**src/rtl/ltcm_pkg.sv**
```systemverilog
// Shared types, constants and helpers for the line trace cell marker.
`default_nettype none

package ltcm_pkg;

    localparam int COORD_W       = 6;
    localparam int DELTA_W       = COORD_W + 1;   // doubled delta
    localparam int ERR_W         = COORD_W + 3;   // signed error term
    localparam int GRID_SIDE_DEF = 64;

    typedef logic [COORD_W-1:0]       t_coord;
    typedef logic [DELTA_W-1:0]       t_delta;
    typedef logic signed [ERR_W-1:0]  t_err;

    typedef enum logic [1:0] {
        ST_IDLE,
        ST_SETUP,
        ST_RUN
    } t_state;

    // state handed to the step unit, in major/minor axis terms
    typedef struct packed {
        t_coord maj;
        t_coord min;
        logic   maj_pos;
        logic   min_pos;
        t_err   err;
        t_delta dmaj;
        t_delta dmin;
    } t_step_in;

    typedef struct packed {
        t_coord maj;
        t_coord min;
        t_err   err;
    } t_step_out;

    typedef struct packed {
        t_coord min_x;
        t_coord max_x;
        t_coord min_y;
        t_coord max_y;
    } t_box;

    function automatic t_coord clamp_coord(input t_coord v, input t_coord top);
        clamp_coord = (v > top) ? top : v;
    endfunction

    function automatic t_coord abs_diff(input t_coord a, input t_coord b);
        abs_diff = (a > b) ? (a - b) : (b - a);
    endfunction

endpackage

`default_nettype wire

```
**src/rtl/ltcm_step.sv**
```systemverilog
// Shared Bresenham step unit: one cell advance along the major axis.
`default_nettype none

module ltcm_step (
    input  var ltcm_pkg::t_step_in  i_step,
    output var ltcm_pkg::t_step_out o_step
);

    logic            minor_move;
    ltcm_pkg::t_err  sub_term;
    ltcm_pkg::t_err  add_term;

    always_comb begin
        // asymmetric tie-break: zero error steps only on positive major dir
        minor_move = (i_step.err > 0) || ((i_step.err == 0) && i_step.maj_pos);
        sub_term   = minor_move ? $signed({2'b00, i_step.dmaj}) : '0;
        add_term   = $signed({2'b00, i_step.dmin});
        o_step.err = i_step.err - sub_term + add_term;
        o_step.maj = i_step.maj_pos ? (i_step.maj + 1'b1) : (i_step.maj - 1'b1);
        if (minor_move) begin
            o_step.min = i_step.min_pos ? (i_step.min + 1'b1) : (i_step.min - 1'b1);
        end else begin
            o_step.min = i_step.min;
        end
    end

endmodule

`default_nettype wire

```
**src/rtl/ltcm_box.sv**
```systemverilog
// Running bounding box of every emitted cell since reset.
`default_nettype none

module ltcm_box (
    input  var logic                i_clk,
    input  var logic                i_rst_n,
    input  var logic                i_upd,
    input  var ltcm_pkg::t_coord    i_x,
    input  var ltcm_pkg::t_coord    i_y,
    output var ltcm_pkg::t_box      o_box_next
);

    logic           r_valid;
    ltcm_pkg::t_box r_box;

    always_comb begin
        if (!r_valid) begin
            o_box_next = '{min_x: i_x, max_x: i_x, min_y: i_y, max_y: i_y};
        end else begin
            o_box_next.min_x = (i_x < r_box.min_x) ? i_x : r_box.min_x;
            o_box_next.max_x = (i_x > r_box.max_x) ? i_x : r_box.max_x;
            o_box_next.min_y = (i_y < r_box.min_y) ? i_y : r_box.min_y;
            o_box_next.max_y = (i_y > r_box.max_y) ? i_y : r_box.max_y;
        end
    end

    always_ff @(posedge i_clk) begin
        if (!i_rst_n) begin
            r_valid <= 1'b0;
            r_box   <= '0;
        end else if (i_upd) begin
            r_valid <= 1'b1;
            r_box   <= o_box_next;
        end
    end

endmodule

`default_nettype wire

```
**src/rtl/line_trace_cell_marker.sv**
```systemverilog
// Top level: ray tracer over a grid, one cell word out per cycle while tracing and not stalled.
//
// channel  dir  width  content
// -------  ---  -----  ------------------------------------------------
// s_axis   in   24     one ray: start cell and end cell
// m_axis   out  40+1+1 one visited cell, free or occupied, plus the box
//
// Sequence: a ray is taken in the idle state and passes a setup state, then
//   its |major delta| + 1 cells are emitted through the shared step unit;
//   the next ray is taken only after the last cell has been emitted.
// Stalls: a cell is produced only when the output register is empty or
//   being taken; back-pressure freezes the step unit.
// Reset: synchronous, active low; clears the sequencer, the output valid
//   and the bounding box.
`default_nettype none

module line_trace_cell_marker #(
    parameter int GRID_SIDE = ltcm_pkg::GRID_SIDE_DEF   // 2 .. 64
) (
    input  var logic        i_clk,
    input  var logic        i_rst_n,
    // input word
    input  var logic        i_s_axis_tvalid,
    output var logic        o_s_axis_tready,
    input  var logic [23:0] i_s_axis_tdata,   // start_x, start_y, end_x, end_y
    // output word
    output var logic        o_m_axis_tvalid,
    input  var logic        i_m_axis_tready,
    output var logic [39:0] o_m_axis_tdata,   // cell_x, cell_y, box_min_x,
                                              // box_max_x, box_min_y,
                                              // box_max_y, 4 zero bits
    output var logic        o_m_axis_tlast,   // last
    output var logic [0:0]  o_m_axis_tuser    // occupied
);

    localparam int CW = ltcm_pkg::COORD_W;
    localparam ltcm_pkg::t_coord TOP = CW'(GRID_SIDE - 1);

    // sequencer
    ltcm_pkg::t_state r_state, n_state;
    logic             in_accept;
    logic             out_free;
    logic             emit;
    logic             at_end;

    // latched ray (clamped)
    ltcm_pkg::t_coord r_sx, r_sy, r_ex, r_ey;

    // stepping state, major/minor view
    logic             r_x_major;
    ltcm_pkg::t_coord r_maj, r_min, r_maj_end;
    logic             r_maj_pos, r_min_pos;
    ltcm_pkg::t_err   r_err;
    ltcm_pkg::t_delta r_dmaj, r_dmin;

    // setup math
    ltcm_pkg::t_coord adx, ady, amaj, amin;
    logic             x_major;

    // shared step unit
    ltcm_pkg::t_step_in  step_in;
    ltcm_pkg::t_step_out step_out;

    // emitted cell and box
    ltcm_pkg::t_coord cell_x, cell_y;
    ltcm_pkg::t_box   box_next;

    // output register
    logic             r_out_valid;
    ltcm_pkg::t_coord r_out_x, r_out_y;
    logic             r_out_last;
    ltcm_pkg::t_box   r_out_box;

    assign in_accept = i_s_axis_tvalid && o_s_axis_tready;
    assign out_free  = !r_out_valid || i_m_axis_tready;
    assign at_end    = (r_maj == r_maj_end);

    // next state
    always_comb begin
        n_state = r_state;
        unique case (r_state)
            ltcm_pkg::ST_IDLE:  if (i_s_axis_tvalid) n_state = ltcm_pkg::ST_SETUP;
            ltcm_pkg::ST_SETUP: n_state = ltcm_pkg::ST_RUN;
            ltcm_pkg::ST_RUN:   if (out_free && at_end) n_state = ltcm_pkg::ST_IDLE;
            default:            n_state = ltcm_pkg::ST_IDLE;
        endcase
    end

    // sequencer outputs
    always_comb begin
        o_s_axis_tready = 1'b0;
        emit            = 1'b0;
        unique case (r_state)
            ltcm_pkg::ST_IDLE:  o_s_axis_tready = 1'b1;
            ltcm_pkg::ST_SETUP: emit = 1'b0;
            ltcm_pkg::ST_RUN:   emit = out_free;
            default:            o_s_axis_tready = 1'b0;
        endcase
    end

    // setup: absolute deltas and major axis; doubled deltas and initial error are registered in ST_SETUP
    always_comb begin
        adx     = ltcm_pkg::abs_diff(r_ex, r_sx);
        ady     = ltcm_pkg::abs_diff(r_ey, r_sy);
        x_major = (adx >= ady);
        amaj    = x_major ? adx : ady;
        amin    = x_major ? ady : adx;
    end

    always_comb begin
        step_in.maj     = r_maj;
        step_in.min     = r_min;
        step_in.maj_pos = r_maj_pos;
        step_in.min_pos = r_min_pos;
        step_in.err     = r_err;
        step_in.dmaj    = r_dmaj;
        step_in.dmin    = r_dmin;
    end

    ltcm_step u_step (
        .i_step (step_in),
        .o_step (step_out)
    );

    // the final word of a ray carries the end cell itself
    always_comb begin
        if (at_end) begin
            cell_x = r_ex;
            cell_y = r_ey;
        end else begin
            cell_x = r_x_major ? r_maj : r_min;
            cell_y = r_x_major ? r_min : r_maj;
        end
    end

    ltcm_box u_box (
        .i_clk      (i_clk),
        .i_rst_n    (i_rst_n),
        .i_upd      (emit),
        .i_x        (cell_x),
        .i_y        (cell_y),
        .o_box_next (box_next)
    );

    always_ff @(posedge i_clk) begin
        if (!i_rst_n) begin
            r_state <= ltcm_pkg::ST_IDLE;
        end else begin
            r_state <= n_state;
        end
    end

    // ray and stepping registers
    always_ff @(posedge i_clk) begin
        if (in_accept) begin
            r_sx <= ltcm_pkg::clamp_coord(i_s_axis_tdata[CW-1:0], TOP);
            r_sy <= ltcm_pkg::clamp_coord(i_s_axis_tdata[2*CW-1:CW], TOP);
            r_ex <= ltcm_pkg::clamp_coord(i_s_axis_tdata[3*CW-1:2*CW], TOP);
            r_ey <= ltcm_pkg::clamp_coord(i_s_axis_tdata[4*CW-1:3*CW], TOP);
        end
        if (r_state == ltcm_pkg::ST_SETUP) begin
            r_x_major <= x_major;
            r_maj     <= x_major ? r_sx : r_sy;
            r_min     <= x_major ? r_sy : r_sx;
            r_maj_end <= x_major ? r_ex : r_ey;
            r_maj_pos <= x_major ? (r_ex > r_sx) : (r_ey > r_sy);
            r_min_pos <= x_major ? (r_ey > r_sy) : (r_ex > r_sx);
            r_dmaj    <= {amaj, 1'b0};
            r_dmin    <= {amin, 1'b0};
            r_err     <= $signed({2'b00, amin, 1'b0}) - $signed({3'b000, amaj});
        end else if (emit && !at_end) begin
            r_maj <= step_out.maj;
            r_min <= step_out.min;
            r_err <= step_out.err;
        end
    end

    // output register
    always_ff @(posedge i_clk) begin
        if (!i_rst_n) begin
            r_out_valid <= 1'b0;
        end else if (emit) begin
            r_out_valid <= 1'b1;
        end else if (i_m_axis_tready) begin
            r_out_valid <= 1'b0;
        end
    end

    always_ff @(posedge i_clk) begin
        if (emit) begin
            r_out_x    <= cell_x;
            r_out_y    <= cell_y;
            r_out_last <= at_end;
            r_out_box  <= box_next;
        end
    end

    assign o_m_axis_tvalid = r_out_valid;
    assign o_m_axis_tdata  = {4'b0000, r_out_box.max_y, r_out_box.min_y,
                              r_out_box.max_x, r_out_box.min_x, r_out_y, r_out_x};
    assign o_m_axis_tlast  = r_out_last;
    assign o_m_axis_tuser  = r_out_last;

`ifndef SYNTHESIS
    // every emitted cell lies inside the box reported with it
    a_cell_in_box: assert property (@(posedge i_clk) disable iff (!i_rst_n)
        r_out_valid |-> (r_out_box.min_x <= r_out_x) && (r_out_x <= r_out_box.max_x)
                     && (r_out_box.min_y <= r_out_y) && (r_out_y <= r_out_box.max_y))
        else $error("emitted cell outside bounding box");

    // a new ray always passes through setup first
    a_accept_setup: assert property (@(posedge i_clk) disable iff (!i_rst_n)
        in_accept |=> (r_state == ltcm_pkg::ST_SETUP))
        else $error("accepted ray did not enter setup");

    // the last word of a ray is the clamped end cell
    a_last_is_end: assert property (@(posedge i_clk) disable iff (!i_rst_n)
        emit && at_end |=> (r_out_x == r_ex) && (r_out_y == r_ey) && r_out_last)
        else $error("final word is not the end cell");

    // no input taken while a cell is still being produced
    a_no_accept_run: assert property (@(posedge i_clk) disable iff (!i_rst_n)
        emit |-> !o_s_axis_tready)
        else $error("input ready while tracing");
`endif

endmodule

`default_nettype wire

```
**config.mk**
```make
export PLATFORM = sky130hd
export DESIGN_NAME = line_trace_cell_marker
export DESIGN_NICKNAME = d
export VERILOG_FILES = /design/src/rtl/ltcm_pkg.sv /design/src/rtl/ltcm_step.sv /design/src/rtl/ltcm_box.sv /design/src/rtl/line_trace_cell_marker.sv
export SDC_FILE = /design/constraint.sdc
export NUM_CORES = 1
export LEC_CHECK = 0
export BUFFER_PORTS_ARGS = -buffer_cell sky130_fd_sc_hd__buf_4
export CORE_MARGIN = 10
export CORE_UTILIZATION = 55
export CTS_CLUSTER_SIZE = 30
export DETAILED_ROUTE_END_ITERATION = 7
export PLACE_DENSITY = 0.82
export SYNTH_ARGS = -nofsm -noshare
export SYNTH_HDL_FRONTEND = slang
export SYNTH_SLANG_ARGS = --single-unit
```
**constraint.sdc**
```tcl
create_clock -name i_clk -period 4.9 [get_ports i_clk]
set_input_delay 0.49 -clock i_clk [delete_from_list [all_inputs] [get_ports i_clk]]
set_output_delay 0.49 -clock i_clk [all_outputs]
set_load 0.01 [all_outputs]
```
==> parameters.txt <==
Parameter                              Value

Clock tree
  TritonCTS clock tree    built
  Clock network latency to the later pin of the worst-skew pair    420 ps
  Maximum level of the CTS H-tree    4
  Clock sinks    131
  Clock slew at reported path FFs    roughly 60 ps
  Max Root-Sink Buffers    2
  Total CTS buffers    17
  CTS Root Buffer Type    sky130_fd_sc_hd__clkbuf_16
  Post-CTS Hold Buffers    0

Layout
  Post-route core utilization    between 60% and 70%
  Share of final-layout standard cells stronger than drive strength 1    about a fifth
  Filler cell count    1080
  Multi-input gate area in the final layout    4140 µm²
  Nets    992
  Diode count    0
  Area growth syn-to-layout    18.1%
  Register Area    3650 µm²
  Final Non-Filler Cells    1078

Timing
  # setup viols final    2
  Setup ws final    -78.5 ps
  Worst Hold Slack    242 ps
  Final hold viol count    0
  Final period utilization    102%
  Worst-case clock skew    9.20 ps
  Slew HR    28.8%
  Setup repair after global routing missed its margin    yes
  Slew of the pin with the lowest slew margin    ~1100 ps
  Tmin final    4980 ps
  Max Slew Vio Count    0
  Maximum clock rate    approximately 200 MHz

Critical path
  Category of the worst setup path launch point    flop
  Largest driver fanout on the critical path    5
  Start of the worst register-to-register path    r_ey[0]$_SDFFCE_PN1P_
  Largest stage delay on the critical path    approximately 400 ps
  Data arrival time of the critical path    5220 ps
  Buf+Inv Stages, Crit Path    5
  Launch point of the worst path    r_ey[0]$_SDFFCE_PN1P_
  Top Family by Delay on Critical Path    compound AO/OA/AOI/OAI gates
  WS Path Type    reg -> reg
  Worst-case register-to-register setup slack    -80 ps
  Worst endpoint required time    a little over 5000 ps
  Cell type of the slowest stage on the worst timing path    sky130_fd_sc_hd__edfxtp_1
  Cells traversed along the worst timing path    inv_2 -> ha_4 -> inv_2 -> fa_2 -> a211oi_2 -> nor2_2 -> o31ai_4 -> buf_6 -> mux2i_2 -> xnor2_1 -> inv_1 -> ha_1 -> nand4_1 -> o21ai_4 -> buf_6 -> mux2i_4 -> ha_4 -> a21o_1 -> a21oi_2 -> nor2_1 -> nor2_1 -> o21ai_2 -> a211o_1 -> o22ai_2
  Crit. End Element    flop

Synthesis
  Count of flip-flops with a built-in enable after synthesis    103
  Seq/Total Area, Yosys    approximately 44%
  Synthesized area divided by synthesized cell count    roughly 10 µm²
  Synth area leader    sky130_fd_sc_hd__edfxtp_1
  Most numerous cell types in the synthesized netlist    sky130_fd_sc_hd__edfxtp_1, sky130_fd_sc_hd__inv_1, sky130_fd_sc_hd__ha_1
  Distinct cell type count after synthesis    just over 60
  Async set-or-reset flop fraction in the synthesized netlist    0%
  Number of cells produced by synthesis    between 800 and 900
  Number of register bits inferred by synthesis    131
  Number of warnings reported in the yosys synthesis log    0
  Leading cell types by total area after synthesis    sky130_fd_sc_hd__edfxtp_1, sky130_fd_sc_hd__ha_1, sky130_fd_sc_hd__dfxtp_1
  Post-synth top area share    37.5%
  Flip-flop cell with the highest count after synthesis    sky130_fd_sc_hd__edfxtp_1
  Most repeated cell in the gate-level netlist after synthesis    sky130_fd_sc_hd__edfxtp_1
  Netlist area before placement    8260 µm²

Outcome
  Violations in the final reports    negative setup slack
  Status    finished with violations

Die
  Initial standard-cell utilization of the core    56.4%
  Top-level port count    between 70 and 80
  Die Outline Area    20300 µm²
  Die Y-Extent    143 µm
  Rows    44
  Width of the die    143 µm
  Core box area    14600 µm²

Min path
  Beginning of the worst hold path    i_s_axis_tdata[15]
  Path class of the lowest-slack min-delay path    in -> reg

GRT
  Maximum number of pins on one net before global-route repair    slightly above 40
  GRT Resource Usage Total    18.5%
  Number of antenna violations at the first check in global routing    0
  Overflow left after global routing    0
  First-pass GRT wire length    29.8 mm
  Vias in the first global route    between 5000 and 6000

Route
  Ratio of routed vias to standard cells    5.61
  Final routed wire length divided by cell count    17.6 µm
  Detailed-routing iteration count for the pre-antenna-repair pass    7
  Detail Route Antenna Nets    0
  Residual DRC    0
  Detailed-route via count    6044
  Total wire length after detailed routing    roughly 19 mm
  Starting DRC count in detailed routing    421

Place
  Placed cells    about 1000
  Number of I/O port buffers    67
  Gp weighted congestion    between 0.9 and 1
  Worst Setup Slack post-DPL    -157 ps
  Half-perimeter wire length after placement    13.6 mm

Pwr
  Maximum vdd drop    0.000388 V
  Power density over the cells    around 600 nW/µm²
  Leakage    4.13 nW

Job
  Max Cap Viol    0
[area by class of cell]
class / count / share of cell area, %
Multi-Input combinational cell: 525 / 42.5
Inverter: 100 / 3.85
Tap cell: 184 / 2.36
Clock inverter: 12 / 1.12
Timing Repair Buffer: 106 / 8.27
Clock buffer: 20 / 4.48
Sequential cell: 131 / 37.5
[per-layer routing]
metal / up-vias / global-route usage (%) / routed length [µm]
li1: 2927 / - / -
met1: 2899 / 24.6 / 8460
met2: 186 / 29.0 / 9080
met3: 32 / 4.11 / 1050
met4: 0 / 6.68 / 397
met5: - / 0 / 0
[worst reg2reg max path: cells and delay by family, from the launching register on]
family | cells | cell delay, ps
AO/OA/AOI/OAI | 8 | 1710
XOR/XNOR | 1 | 180
adder cells (fa/ha/maj) | 4 | 1060
buffers and inverters | 5 | 550
flip-flops | 1 | 400
multiplexers | 2 | 500
AND/OR/NAND/NOR | 4 | 400
[per-stage QoR]
step                power [mW]  instance area (µm²)  setup TNS [ps]
floorplan                 3.62                 8330               0
global placement          4.16                 9040               0
detailed placement        4.25                 9040            -318
CTS                       5.49                 9610               0
global route              6.10                 9750            -891
finish                    5.69                 9750           -78.7
[repair_timing]
action	4_1_cts	5_1_grt
resized for setup	3	18
pin swaps	1	18
setup buffers	1	9
setup endpoints to repair	3	5
[cell usage in the layout, fill, tap and decap left out, types with 14 or more instances in the layout]
master and count:
sky130_fd_sc_hd__a21o_1 14, sky130_fd_sc_hd__a21oi_1 56, sky130_fd_sc_hd__buf_4 103, sky130_fd_sc_hd__clkbuf_16 17
sky130_fd_sc_hd__dfxtp_1 28, sky130_fd_sc_hd__edfxtp_1 103, sky130_fd_sc_hd__ha_1 66, sky130_fd_sc_hd__inv_1 96
sky130_fd_sc_hd__mux2i_1 34, sky130_fd_sc_hd__nand2_1 60, sky130_fd_sc_hd__nor2_1 49, sky130_fd_sc_hd__o21ai_0 56
sky130_fd_sc_hd__xnor2_1 19
[power by group]
part	internal [mW]	total (mW)	switching [mW]
logic	1.32	2.93	1.62
clock network	0.696	1.17	0.472
registers	1.49	1.59	0.103
total	3.50	5.69	2.19
[logic make-up after synthesis]
| family | after synthesis | synth area share [%] |
|---|---|---|
| flip-flops | 131 | 44.2 |
| adder cells (fa/ha/maj) | 83 | 13.8 |
| multiplexers | 56 | 7.44 |
| AO/OA/AOI/OAI | 177 | 13.6 |
| XOR/XNOR | 32 | 3.39 |
| other | 1 | 0.0454 |
| buffers and inverters | 152 | 7.23 |
| AND/OR/NAND/NOR | 173 | 10.2 |
[final timing paths]
check | end | cells past startpoint
worst max-delay path | r_err[7]$_DFFE_PP_ | 24
worst min-delay path | r_ex[3]$_SDFFCE_PN1P_ | 1
worst max register to register | r_err[7]$_DFFE_PP_ | 24
worst min register to register | u_box.r_box[10]$_SDFFE_PN0P_ | 2
Power figures use the tool's default switching activity.
